`src/hw/rtl/pspc_ram.sv`:
```
// generic single write, single read ram with registered read data
module pspc_ram #(
   parameter int WIDTH = 8,
   parameter int DEPTH = 256
) (
   input  logic                     clock,
   input  logic                     we,
   input  logic [$clog2(DEPTH)-1:0] waddr,
   input  logic [WIDTH-1:0]         wdata,
   input  logic [$clog2(DEPTH)-1:0] raddr,
   output logic [WIDTH-1:0]         rdata
);
   logic [WIDTH-1:0] mem_ff [DEPTH];

   // write port and registered read port
   always_ff @(posedge clock) begin
      if (we) begin
         mem_ff[waddr] <= wdata;
      end
      rdata <= mem_ff[raddr];
   end
endmodule

```
`config.mk`:
```
export PLATFORM = sky130hd
export DESIGN_NAME = pspc_ram
export DESIGN_NICKNAME = d
export VERILOG_FILES = /design/src/hw/rtl/pspc_ram.sv
export SDC_FILE = /design/constraint.sdc
export NUM_CORES = 2
export LEC_CHECK = 0
export BUFFER_PORTS_ARGS = -buffer_cell sky130_fd_sc_hd__buf_4
export CORE_MARGIN = 5
export CORE_UTILIZATION = 50
export CTS_CLUSTER_SIZE = 40
export DETAILED_ROUTE_END_ITERATION = 8
export HOLD_SLACK_MARGIN = 0.12
export PLACE_DENSITY = 0.63
export SKIP_LAST_GASP = 1
export SYNTH_ARGS = -nofsm -noshare
export SYNTH_HDL_FRONTEND = slang
export SYNTH_SLANG_ARGS = --single-unit
```
`constraint.sdc`:
```
create_clock -name clock -period 5 [get_ports clock]
set_input_delay 0 -clock clock [delete_from_list [all_inputs] [get_ports clock]]
set_output_delay 0 -clock clock [all_outputs]
set_load 0.01 [all_outputs]
```
---- Yosys cells after proc, flatten, opt, wreduce, memory -nomap -nowiden ----
Memories as Yosys holds them, arrays and structs flattened. A register that Yosys moved wholly into a read port is not among the register bits.
Index checks and enable logic that the tools add are counted.
storage, ports and cells
  bits in registers ....................... 0
  memory bits (writable) .................. 2048
  input bits .............................. 26
  output and inout port bits .............. 8
  logic and storage cells ................. 3
  memories kept ........................... 1
cells by class
  multiplexer cells ....................... 2
memories
  name    words  width  rd ports  clocked after Yosys merged registers in  write ports  line  RTL
  mem_ff  256    8      1         1                                        1            13    logic [WIDTH-1:0] mem_ff [DEPTH];
operators by type and width
  kind              number
  1-bit 2-to-1 mux  2

---- Depth between registers and ports, before layout ----
  depth after elaboration ................. 2
  gate-level depth with buffers ........... 11
  gate-level depth less buffers ........... 6

---- Worst setup path after synthesis ----
OpenSTA, ideal clock, no wires.
  kind .................................... input to register
  start ................................... input raddr[0]
  end ..................................... register rdata[2] (read register of mem_ff)
  arrival ................................. 1807 ps
  required time ........................... 4869 ps
  setup slack ............................. 3062 ps
  stages on the path ...................... 9
  path buffers ............................ 4
  cells stage by stage .................... buf_6 buf_12 buf_8 buf_2 mux4_2 a22oi_1 a21oi_1 nor4_1 nor4_2
RTL lines
  item         line  RTL
  from (decl)  10    input logic [$clog2(DEPTH)-1:0] raddr,
  to (decl)    11    output logic [WIDTH-1:0] rdata

---- Worst setup path in the final report ----
  start ................................... input waddr[3]
  end ..................................... memory mem_ff[42][2] (enable)
RTL lines
  item         line  RTL
  from (decl)  8     input logic [$clog2(DEPTH)-1:0] waddr,
  to (decl)    13
No word-level cell before the write port.

==> reports/results.tsv <==
stage	metric	value	unit
final_layout	final_cell_mix	2048 x edfxtp_1, 454 x mux4_2, 279 x nor2_1	
yosys	ys_seq_area_frac	0.775	
outcome	status	completed	
power	p_leak	27.1	nW
placement	hpwlAfterDp	117	mm
detailed_routing	detail_route.iter0.violations	4703	
worst_setup_path	crit_path_end_kind	flop	
final_layout	nets	3873	
clock_network	ctsHtreeMaxLevel	4	
worst_setup_path	cp-start-kind	primary input	
clock_network	clockBufferDepth	3	
yosys	synth.distinct_cells	55	
yosys	ys_dominant_reg_cell	edfxtp_1	
worst_setup_path	critPathCapture	mem_ff[42][2]	
detailed_routing	vias	38387	
worst_setup_path	path_class	primary input to flop	
clock_network	clk_pin_slew	60	ps
global_routing	first_global_vias	38697	
clock_network	cts_tree	built	
global_routing	antenna_found_initial	14	
detailed_routing	drc	0	
timing	period_share	0.619	
timing	finClkSkew	43.5	ps
yosys	async_flop_share	0	
detailed_routing	wl_per_cell	31.9	µm
clock_network	clk_latency	830	ps
job	drv_cap	0	
final_layout	finalNonFillerCells	6087	
yosys	synth_area_leaders	edfxtp_1 77%, mux4_2 13%, mux2i_1 1.7%	
die	initial_core_util	0.502	
die	die_area	0.167	mm²
die	die_y	409	µm
die	design.portCount	34	
placement	preCtsSetupSlack	1220	ps
die	design.core.area	0.158	mm²
power	peakVddDrop	0.342	mV
timing	setup_viol	0	
clock_network	cts.sinks	2056	
hold_path	hold_path_class	primary input to flop	
global_routing	groute.usage.overall	0.232	
detailed_routing	antenna_left	0	
yosys	synth_top_cell_by_area	edfxtp_1	
worst_setup_path	reg2reg_to	rdata[3]	
clock_network	cts_made_buffers	202	
global_routing	gr-total-overflow	0	
timing	finalCriticalPeriod	3100	ps
timing	fmax	0.323	GHz
global_routing	grt_max_degree	171	
die	dieWidth	409	µm
yosys	syn_area	0.0796	mm²
detailed_routing	viasPerCell	6.31	
global_routing	grt_pass1_wl	279	mm
clock_network	postCtsSetupBuffers	0	
yosys	yosys_warnings	0	
final_layout	drive_gt1_frac	0.218	
worst_setup_path	worstPathMaxFanout	13	
clock_network	cts_root_buf	clkbuf_16	
final_layout	final_common_cell	edfxtp_1	
timing	maxSlewHeadroom	0.0761	
power	power.density	399	mW/mm²
timing	rsz0062_at_grt	no	
worst_setup_path	crit_required	5420	ps
detailed_routing	drt_pre_antenna_iters	8	
timing	hold_violations	0	
detailed_routing	totalWireLength	194	mm
worst_setup_path	reg2reg_from	mem_ff[83][3]	
placement	place.port_buffers	33	
timing	setup_slack	1900	ps
worst_setup_path	rr_worst_depth	6	
placement	gp_congestion	0.852	
die	placementRows	146	
timing	drv_slew	0	
hold_path	worstHoldStart	wdata[5]	
power	total_power	35.3	mW
worst_setup_path	arrival	3520	ps
yosys	syn_inst	3733	
placement	numPlacedInstances	5696	
final_layout	fillers	11660	
timing	worstMarginPinSlew	1370	ps
timing	tns	0	ps
yosys	syn-num-nets	3759	
worst_setup_path	rrSetupSlack	2190	ps
yosys	syn_area_per_cell	21.3	µm²
worst_setup_path	crit_start	waddr[3]	
yosys	yosys.area.top_type_share	0.773	
final_layout	area_growth	11.3	%
yosys	synth_edf_count	2048	
yosys	ys_ff_latch	2056	
-- layer usage --
layer	global-route usage	vias to the layer above	share of wire
met3	0.0646	281	0.10
met1	0.325	20360	0.39
li1	-	15928	-
met4	0.0638	6	0.027
met5	0	-	0.00015
met2	0.364	1812	0.48
-- through the flow --
step	utilization	cell area, µm²	hold slack, ps
after floorplan	-	79600	98.9
after global placement	0.518	82000	473
after detailed placement	0.518	82000	478
after CTS	0.559	88500	170
after global routing	0.559	88500	202
final	0.559	88500	195
-- synthesized netlist by cell type (4+ instances only) --
| cell type | number |
|---|---|
| and2_1 | 6 |
| nor3_1 | 22 |
| buf_4 | 27 |
| edfxtp_1 | 2048 |
| mux4_2 | 454 |
| a22o_1 | 8 |
| o211ai_1 | 10 |
| or2_2 | 4 |
| a22oi_1 | 133 |
| nand2b_1 | 8 |
| nand4_1 | 10 |
| buf_1 | 22 |
| a21oi_1 | 96 |
| a211oi_1 | 16 |
| dfxtp_1 | 8 |
| o221ai_1 | 46 |
| o32ai_1 | 4 |
| nand3_1 | 34 |
| a221oi_1 | 13 |
| nor2_1 | 282 |
| nor2b_1 | 31 |
| buf_2 | 31 |
| nor4_1 | 24 |
| o22a_1 | 5 |
| o22ai_1 | 28 |
| clkbuf_1 | 111 |
| buf_8 | 13 |
| mux2i_1 | 134 |
| nand2_1 | 33 |
| buf_6 | 21 |
| o21ai_0 | 10 |
| buf_12 | 8 |
-- registers in the layout, indices dropped and copies added (netlist names) --
| name | cells |
|---|---|
| mem_ff | 2048 |
| rdata | 8 |
-- cell families (layout without fill, tap and decap cells) --
kind of cell | after synthesis | in the layout | synth area share
AO/OA/AOI/OAI | 385 | 385 | 0.0342
multiplexers | 591 | 591 | 0.146
buffers and inverters | 235 | 513 | 0.0183
AND/OR/NAND/NOR | 466 | 466 | 0.0263
flip-flops | 2056 | 2056 | 0.775
other | 0 | 4 | 0
-- what timing repair did --
| item | 4_1_cts | 5_1_grt |
|---|---|---|
| hold buffers | 19 | 0 |
| resized for setup | 0 | 0 |
| endpoints found under the hold margin | 1611 | 0 |
| endpoints found under the setup margin | 0 | 0 |
-- worst min path at each step --
stage / end / slack (ps) / depth (start not counted)
final: mem_ff[66][5] / 190 / 2
after global routing: mem_ff[66][5] / 200 / 2
after CTS: mem_ff[67][5] / 170 / 2
after detailed placement: mem_ff[66][5] / 480 / 1
after global placement: mem_ff[66][5] / 470 / 1
after floorplan: mem_ff[0][0] / 100 / 0
-- worst max-delay path, cell delays in order --
cell,delay [ps]
dlygate4sd3_1,600
buf_4,200
nor2b_1,560
nand3_2,1080
nor2_1,1060
-- report_power, final --
| group | internal [mW] | leakage, nW | total (mW) | switching, mW |
|---|---|---|---|---|
| Sequential | 19.0 | 18.5 | 19.0 | 0.0407 |
| Clock | 8.15 | 3.07 | 14.6 | 6.43 |
| Combinational | 0.586 | 5.59 | 1.71 | 1.12 |
-- cell type report --
class / count / area [µm²] / area share
multi-input combinational: 1442 / 16500 / 0.187
tap: 2072 / 2590 / 0.0293
timing repair buffer: 143 / 1430 / 0.0162
inverter: 2 / 7.51 / 0.0000848
sequential: 2056 / 61700 / 0.696
antenna: 4 / 10.0 / 0.000113
clock inverter: 107 / 1000 / 0.0113
clock buffer: 261 / 5320 / 0.0601
(Power assumes the default switching activity.)
