===== src/hw/rtl/pspc_pkg.sv =====
// shared types, widths and codes for the periodic sphere overlap check
package pspc_pkg;

   localparam int MAX_SPHERES_DEF = 256;
   localparam int COORD_W = 24;
   localparam int RADIUS_W = 20;
   localparam int BOX_W = 23;
   localparam int ITEM_W = 3 * COORD_W + RADIUS_W;
   localparam int MAG_W = 24;
   localparam int NUM_W = 26;
   localparam int PROD_W = NUM_W + BOX_W;
   localparam int SQ_W = 2 * MAG_W;
   localparam int SUM_W = SQ_W + 2;
   localparam int RSUM_W = RADIUS_W + 1;
   localparam int RSQ_W = 2 * RSUM_W;
   localparam int IDXO_W = 8;
   localparam logic [BOX_W-1:0] BOX_RESET = 23'd25600;

   localparam logic [1:0] STATUS_NONE = 2'd0;
   localparam logic [1:0] STATUS_HIT = 2'd1;
   localparam logic [1:0] STATUS_FULL = 2'd2;

   localparam logic REG_BOX_LENGTH = 1'b0;

   typedef enum logic [2:0] {
      ST_IDLE,
      ST_READ_I,
      ST_READ_J,
      ST_FETCH_J,
      ST_DIFF,
      ST_WRAP,
      ST_SQUARE,
      ST_COMPARE
   } state_type;

endpackage


===== src/hw/rtl/pspc_wrap.sv =====
// minimum-image wrap of one axis magnitude: bit-serial divide, multiply, subtract
module pspc_wrap (
   input  logic                        clock,
   input  logic                        reset,
   input  logic                        load,
   input  logic [pspc_pkg::MAG_W-1:0]  mag,
   input  logic [pspc_pkg::BOX_W-1:0]  box_len,
   output logic                        done,
   output logic [pspc_pkg::MAG_W-1:0]  wrapped
);
   import pspc_pkg::*;

   localparam int CNT_W = $clog2(NUM_W + 2);
   localparam logic [CNT_W-1:0] CNT_MUL = CNT_W'(NUM_W);
   localparam logic [CNT_W-1:0] CNT_SUB = CNT_W'(NUM_W + 1);

   logic              act_ff, act_in;
   logic [CNT_W-1:0]  cnt_ff, cnt_in;
   logic [NUM_W-1:0]  num_ff, num_in;
   logic [MAG_W-1:0]  rem_ff, rem_in;
   logic [NUM_W-1:0]  quo_ff, quo_in;
   logic [MAG_W-1:0]  mag_ff;
   logic [BOX_W-1:0]  len_ff;
   logic [PROD_W-1:0] prod_ff;
   logic [MAG_W-1:0]  wrapped_ff;
   logic              done_ff;
   logic [MAG_W:0]    rem_sh;
   logic [MAG_W:0]    den;
   logic              ge;
   logic [PROD_W-1:0] mag_ext;

   // one restoring division step on (2m+L)/(2L)
   always_comb begin
      den = {1'b0, len_ff, 1'b0};
      rem_sh = {rem_ff, num_ff[NUM_W-1]};
      ge = (rem_sh >= den);
      rem_in = ge ? MAG_W'(rem_sh - den) : rem_sh[MAG_W-1:0];
      quo_in = {quo_ff[NUM_W-2:0], ge};
      num_in = {num_ff[NUM_W-2:0], 1'b0};
      act_in = act_ff;
      cnt_in = cnt_ff;
      if (load) begin
         act_in = 1'b1;
         cnt_in = '0;
      end else if (act_ff) begin
         cnt_in = cnt_ff + CNT_W'(1);
         if (cnt_ff == CNT_SUB) begin
            act_in = 1'b0;
         end
      end
      mag_ext = PROD_W'(mag_ff);
   end

   // control
   always_ff @(posedge clock) begin
      if (reset) begin
         act_ff <= 1'b0;
         cnt_ff <= '0;
         done_ff <= 1'b0;
      end else begin
         act_ff <= act_in;
         cnt_ff <= cnt_in;
         done_ff <= act_ff && !load && (cnt_ff == CNT_SUB);
      end
   end

   // datapath
   always_ff @(posedge clock) begin
      if (load) begin
         num_ff <= NUM_W'({mag, 1'b0}) + NUM_W'(box_len);
         rem_ff <= '0;
         quo_ff <= '0;
         mag_ff <= mag;
         len_ff <= box_len;
      end else if (act_ff) begin
         if (cnt_ff < CNT_MUL) begin
            num_ff <= num_in;
            rem_ff <= rem_in;
            quo_ff <= quo_in;
         end else if (cnt_ff == CNT_MUL) begin
            prod_ff <= PROD_W'(quo_ff * len_ff);
         end else begin
            wrapped_ff <= (prod_ff >= mag_ext) ? MAG_W'(prod_ff - mag_ext)
                                               : MAG_W'(mag_ext - prod_ff);
         end
      end
   end

   assign done = done_ff;
   assign wrapped = wrapped_ff;
endmodule


===== config.mk =====
export PLATFORM = sky130hd
export DESIGN_NAME = pspc_wrap
export DESIGN_NICKNAME = d
export VERILOG_FILES = /design/src/hw/rtl/pspc_pkg.sv /design/src/hw/rtl/pspc_wrap.sv
export SDC_FILE = /design/constraint.sdc
export NUM_CORES = 2
export LEC_CHECK = 0
export BUFFER_PORTS_ARGS = -buffer_cell sky130_fd_sc_hd__buf_2
export CORE_MARGIN = 2
export CORE_UTILIZATION = 30
export DETAILED_ROUTE_END_ITERATION = 8
export PLACE_DENSITY_LB_ADDON = 0.15
export SLEW_MARGIN = 10
export SYNTH_ARGS = -nofsm -noshare
export SYNTH_HDL_FRONTEND = slang
export SYNTH_SLANG_ARGS = --single-unit

===== constraint.sdc =====
create_clock -name clock -period 7.6 [get_ports clock]
set_clock_uncertainty 0.2 [all_clocks]
set_input_delay 0.38 -clock clock [delete_from_list [all_inputs] [get_ports clock]]
set_output_delay 0.38 -clock clock [all_outputs]
set_load 0.01 [all_outputs]

# ---- Yosys cells after proc, flatten, opt, wreduce, memory -nomap -nowiden
# Cells that the tools add are included.
dict set report totals {
  reg_bits 203
  in_bits 50
  output_inout_bits 25
  elab_cells 42
}
dict set report op_classes {
  bitwise_logic 3
  order_cmp 3
  mul 1
  add_sub_neg 5
  n_reduce_logical 10
  n_eq_ne 2
  n_mux 8
}
# cell count
set ops {}
lappend ops {{two-way mux 26 bit} 3}
lappend ops {{subtractor 24 bit} 3}
lappend ops {{greater-or-equal comparator 49 x 24 -> 1 bit} 1}
lappend ops {{multiplier 26 x 23 -> 49 bit} 1}
lappend ops {{two-way mux 24 bit} 2}
lappend ops {{adder 25 x 23 -> 26 bit} 1}
lappend ops {{greater-or-equal comparator 25 x 24 -> 1 bit} 1}
lappend ops {{equality test 5 bit, second input constant} 2}
lappend ops {{AND reduction 4 bit} 2}
lappend ops {{adder 5 x 1 -> 5 bit, second input constant} 1}
lappend ops {{< comparator 5 bit, second input constant} 1}
lappend ops {{AND reduction 2 bit} 2}
lappend ops {{nonzero test 2 bit} 2}
lappend ops {{two-way mux 1 bit} 3}
lappend ops {{NOT 1 bit} 3}
lappend ops {{logical AND 1 bit} 2}
lappend ops {{OR reduction 2 bit} 1}
lappend ops {{zero test 1 bit} 1}

# ---- Logic depth before layout (Yosys ltp)
dict set report depth {
  word_depth 4
  depth_mapped 28
}

# ---- Worst setup path before layout
# No wires, ideal clock.
dict set report synth_path {
  kind {register to register}
  start {reg len_ff[8]}
  end {reg prod_ff[48], data pin}
  arrival_ps 6597
  required_time_ps 7265
  path_buffers 3
  stages_incl_launch_ff 25
  period_less_slack_ps 6932
  setup_slack_ps 668
  path_cell_list {edfxtp_1 clkbuf_1 clkbuf_1 nand2_1 fa_1 fa_1 inv_1 fa_1 inv_1 fa_1 inv_1 fa_1 fa_1 inv_1 fa_1 inv_1 ha_1 clkbuf_1 nand3_1 or4_1 a211oi_1 o21ai_1 o21ai_2 mux2_2 nand3_1}
}
dict set report synth_via {
  elab_chain_cells 1
}
# item line
set synth_lines {}
lappend synth_lines {{from (decl)} pspc_wrap.sv:23} ;# logic [BOX_W-1:0] len_ff;
lappend synth_lines {{from (signal assigned)} pspc_wrap.sv:74} ;# len_ff <= box_len;
lappend synth_lines {{multiplier 26 x 23 -> 49 bit} pspc_wrap.sv:81} ;# prod_ff <= PROD_W'(quo_ff * len_ff);
lappend synth_lines {{to (signal assigned)} pspc_wrap.sv:81}
lappend synth_lines {{to (decl)} pspc_wrap.sv:24} ;# logic [PROD_W-1:0] prod_ff;
# Every way passes these cells.
# A chain may end at the register's enable or synchronous reset.

# ---- Final worst setup path
dict set report layout_path {
  start {reg len_ff[11]}
  end {reg prod_ff[43], data pin}
}
# The elaborated chain is that of the path after synthesis.

==> metrics.cfg <==
[run_status]
status=finished clean

[placement]
port_buffers=74
place_area_um2=34000
gp_congestion=0.864
dp_hpwl_um=74200

[power_and_ir_drop]
clockPowerShare_pct=41.1
power_frac_comb_pct=22.2
intPower_mw=2.42
swShare_pct=32.0
leakage_nw=16.5
p_total_mw=3.56
power_per_cell_area_nw_per_um2=100
irDropWorstVdd_mv=0.104
seq_power_share_pct=36.7
p_sw_mw=1.14

[min_path]
whs_endpoint=len_ff[0]$_DFFE_PP_
min_delay_path_depth=1
hold_start=load
hold_class=in2reg

[finish]
layout.nets=4363
drive_gt1_share_pct=8.03
fin_area_um2=35600
synthToLayoutAreaGrowth_pct=12.8

[job]
drv_cap=0

[die]
fp.dieH_um=328
num_io_pins=75
fp.dieW_um=328
num_rows=118
initial_core_util_pct=30.3
core_um2=104000
die_area_um2=108000

[timing]
whs_ns=0.206
rsz0062_at_grt=no
setup_tns_ns=0
worstMarginPinSlew_ns=1.10
post-route-min-period_ns=7.31
slew-limit-headroom_pct=26.9
hold_viol=0
finalMaxSlewViolations=0
setup_viol=0
fmax_ghz=0.137
post-route-period-util_pct=96.2

[worst_setup_path]
cp_data_arrival_time_ns=7.46
cp-start-kind=register
rrSetupSlack_ns=0.29
required_ns=7.75
worstSetupPathType=reg2reg
rr_worst_depth=27
crit_fanout=27
r2r_end=prod_ff[43]$_DFFE_PP_
cp-end-kind=register
rr_startpoint=len_ff[11]$_DFFE_PP_

[clock_tree]
clock-root-buffer=clkbuf_16
clk_pin_slew_worst_paths_ns=0.08
cts_buffers=28
ctsHtreeMaxLevel=1
cts_tree=done
insertion_delay_ns=0.60
cts_sinks=203
cts_max_path_buffers=3

[synth]
synth_cells=3445
synth.distinct_cells=83
async_flop_share_pct=0
ys.warnings.count=0
synth-edff-count=146
syn_area_um2=31500
ys.flop_type=edfxtp_1
synth_seq_cells=203
syn_nets=4269
synth_seq_area_share_pct=17.5
syn_avg_cell_area_um2=9.15

[detailed_routing]
drc=0
wl_um=93200
via_per_inst=4.73
drt_iter0_drc=1456
wire_per_inst_um=18.8
drtPass1Iterations=5
vias=23400
ant_nets=0

[grt]
antenna_found_initial=4
grt_max_degree=70
grt-ovfl-total=0
grt_pass1_vias=24600
grt_pass1_wl_um=147000
gr-usage-all-layers_pct=17.6

## state kept, by name, indices dropped and copies added (netlist names)
| name | flops |
|---|---|
| prod_ff | 49 |
| num_ff | 26 |
| quo_ff | 26 |
| mag_ff | 24 |
| rem_ff | 24 |
| wrapped | 24 |
| len_ff | 23 |
| cnt_ff | 5 |
| act_ff | 1 |
| done | 1 |
## stage by stage
| stage | worst slack, ns | util (%) | cells |
|---|---|---|---|
| 2_1_floorplan | 0.668 | - | 3445 |
| 3_3_place_gp | 0.0790 | 32.8 | 4839 |
| 3_5_place_dp | 0.0820 | 32.8 | 4839 |
| 4_1_cts | 0.0618 | 34.2 | 4939 |
| 5_1_grt | 0.0127 | 34.2 | 4942 |
| 6_report | 0.291 | 34.2 | 4945 |
## power groups by stage
stage                     logic [mW]  clock network (mW)  registers, mW
after floorplan                0.516                   0           1.30
after global placement         0.765                   0           1.33
after detailed placement       0.765                   0           1.33
after CTS                      0.789                1.51           1.31
after global routing           0.880                1.54           1.31
final                          0.791                1.46           1.30
## cell usage in the layout, fill, tap and decap left out, types with 31 or more instances in the layout
cell type      instances
buf_4                 94
dfxtp_1               49
nor3_1                31
xnor2_1               66
nand3_1               37
edfxtp_1             146
o21ai_0               66
nor2_1               102
a21o_1                67
inv_1                657
fa_1                 505
ha_1                 269
and2_1               264
buf_2                 73
nand2_1              481
a21oi_1              156
dlygate4sd3_1         48
xor2_1                39
## repair_timing
action                                  4_1_cts  5_1_grt
setup buffers                                 0        2
hold buffers                                 48        0
hold endpoints to repair                     56        0
resized for setup                             0       10
endpoints found under the setup margin        0       12
## metal layers
layer | vias up | GRT usage [%] | routed length (µm)
met5 | - | 0 | 0
met4 | 0 | 1.93 | 975
met3 | 51 | 2.34 | 4380
met2 | 476 | 27.0 | 40200
met1 | 11800 | 26.8 | 47700
li1 | 11100 | - | -
## cells in the mapped netlist, types with 39 or more instances
master / count / area, µm²
a21o_1: 67 / 503
a21oi_1: 157 / 786
and2_1: 264 / 1650
clkbuf_1: 154 / 578
dfxtp_1: 57 / 1140
edfxtp_1: 146 / 4380
fa_1: 505 / 10100
ha_1: 269 / 3370
inv_1: 657 / 2470
nand2_1: 481 / 1810
nor2_1: 102 / 383
o21ai_0: 66 / 330
xnor2_1: 66 / 578
xor2_1: 39 / 342
## layout make-up
class | count | area, µm²
fillers | 10800 | 68400
inverters | 657 | 2470
multi-input cells | 2413 | 22900
diodes | 4 | 10.0
flip-flops and latches | 203 | 5540
clock buffers | 28 | 701
clock inverters | 24 | 303
repair buffers | 236 | 1970
well taps | 1380 | 1730
## kinds of logic (layout without fill, tap and decap cells)
kind of cell / Yosys count / after routing / synth area share [%]
AOI/OAI and AO/OA: 479 / 479 / 10.0
DFF: 203 / 203 / 17.5
adders and majority gates: 774 / 774 / 42.7
xor gates and xnor gates: 105 / 105 / 2.92
other: 0 / 4 / 0
muxes: 43 / 43 / 1.44
buffers and inverters: 829 / 945 / 10.1
and+or+nand+nor: 1012 / 1012 / 15.3
## worst max-delay path, stage by stage, from the launching register on
cell	delay [ns]
edfxtp_1	0.42
buf_12	0.19
and2_1	0.19
fa_1	0.53
inv_1	0.05
fa_1	0.47
inv_1	0.06
fa_1	0.49
inv_1	0.05
fa_1	0.58
inv_1	0.06
fa_1	0.46
fa_1	0.49
inv_1	0.05
fa_1	0.47
inv_1	0.04
ha_1	0.29
buf_4	0.17
a21oi_1	0.19
buf_4	0.16
o211ai_1	0.08
o211ai_1	0.09
a31oi_1	0.10
o21ai_1	0.25
nand2_1	0.16
a311oi_1	0.42
o211ai_1	0.17
xnor2_1	0.14
## worst max-delay path by stage
stage	from	to	slack [ns]	depth (start not counted)
after detailed placement	quo_ff[22]$_SDFFE_PP0P_	prod_ff[42]$_DFFE_PP_	0.08	22
final	len_ff[11]$_DFFE_PP_	prod_ff[43]$_DFFE_PP_	0.29	27
after floorplan	len_ff[8]$_DFFE_PP_	prod_ff[48]$_DFFE_PP_	0.67	24
after global placement	len_ff[19]$_DFFE_PP_	prod_ff[42]$_DFFE_PP_	0.08	21
after global routing	len_ff[12]$_DFFE_PP_	prod_ff[43]$_DFFE_PP_	0.01	26
after CTS	len_ff[19]$_DFFE_PP_	prod_ff[42]$_DFFE_PP_	0.06	21
No activity file was read; power rests on OpenSTA's default activity.
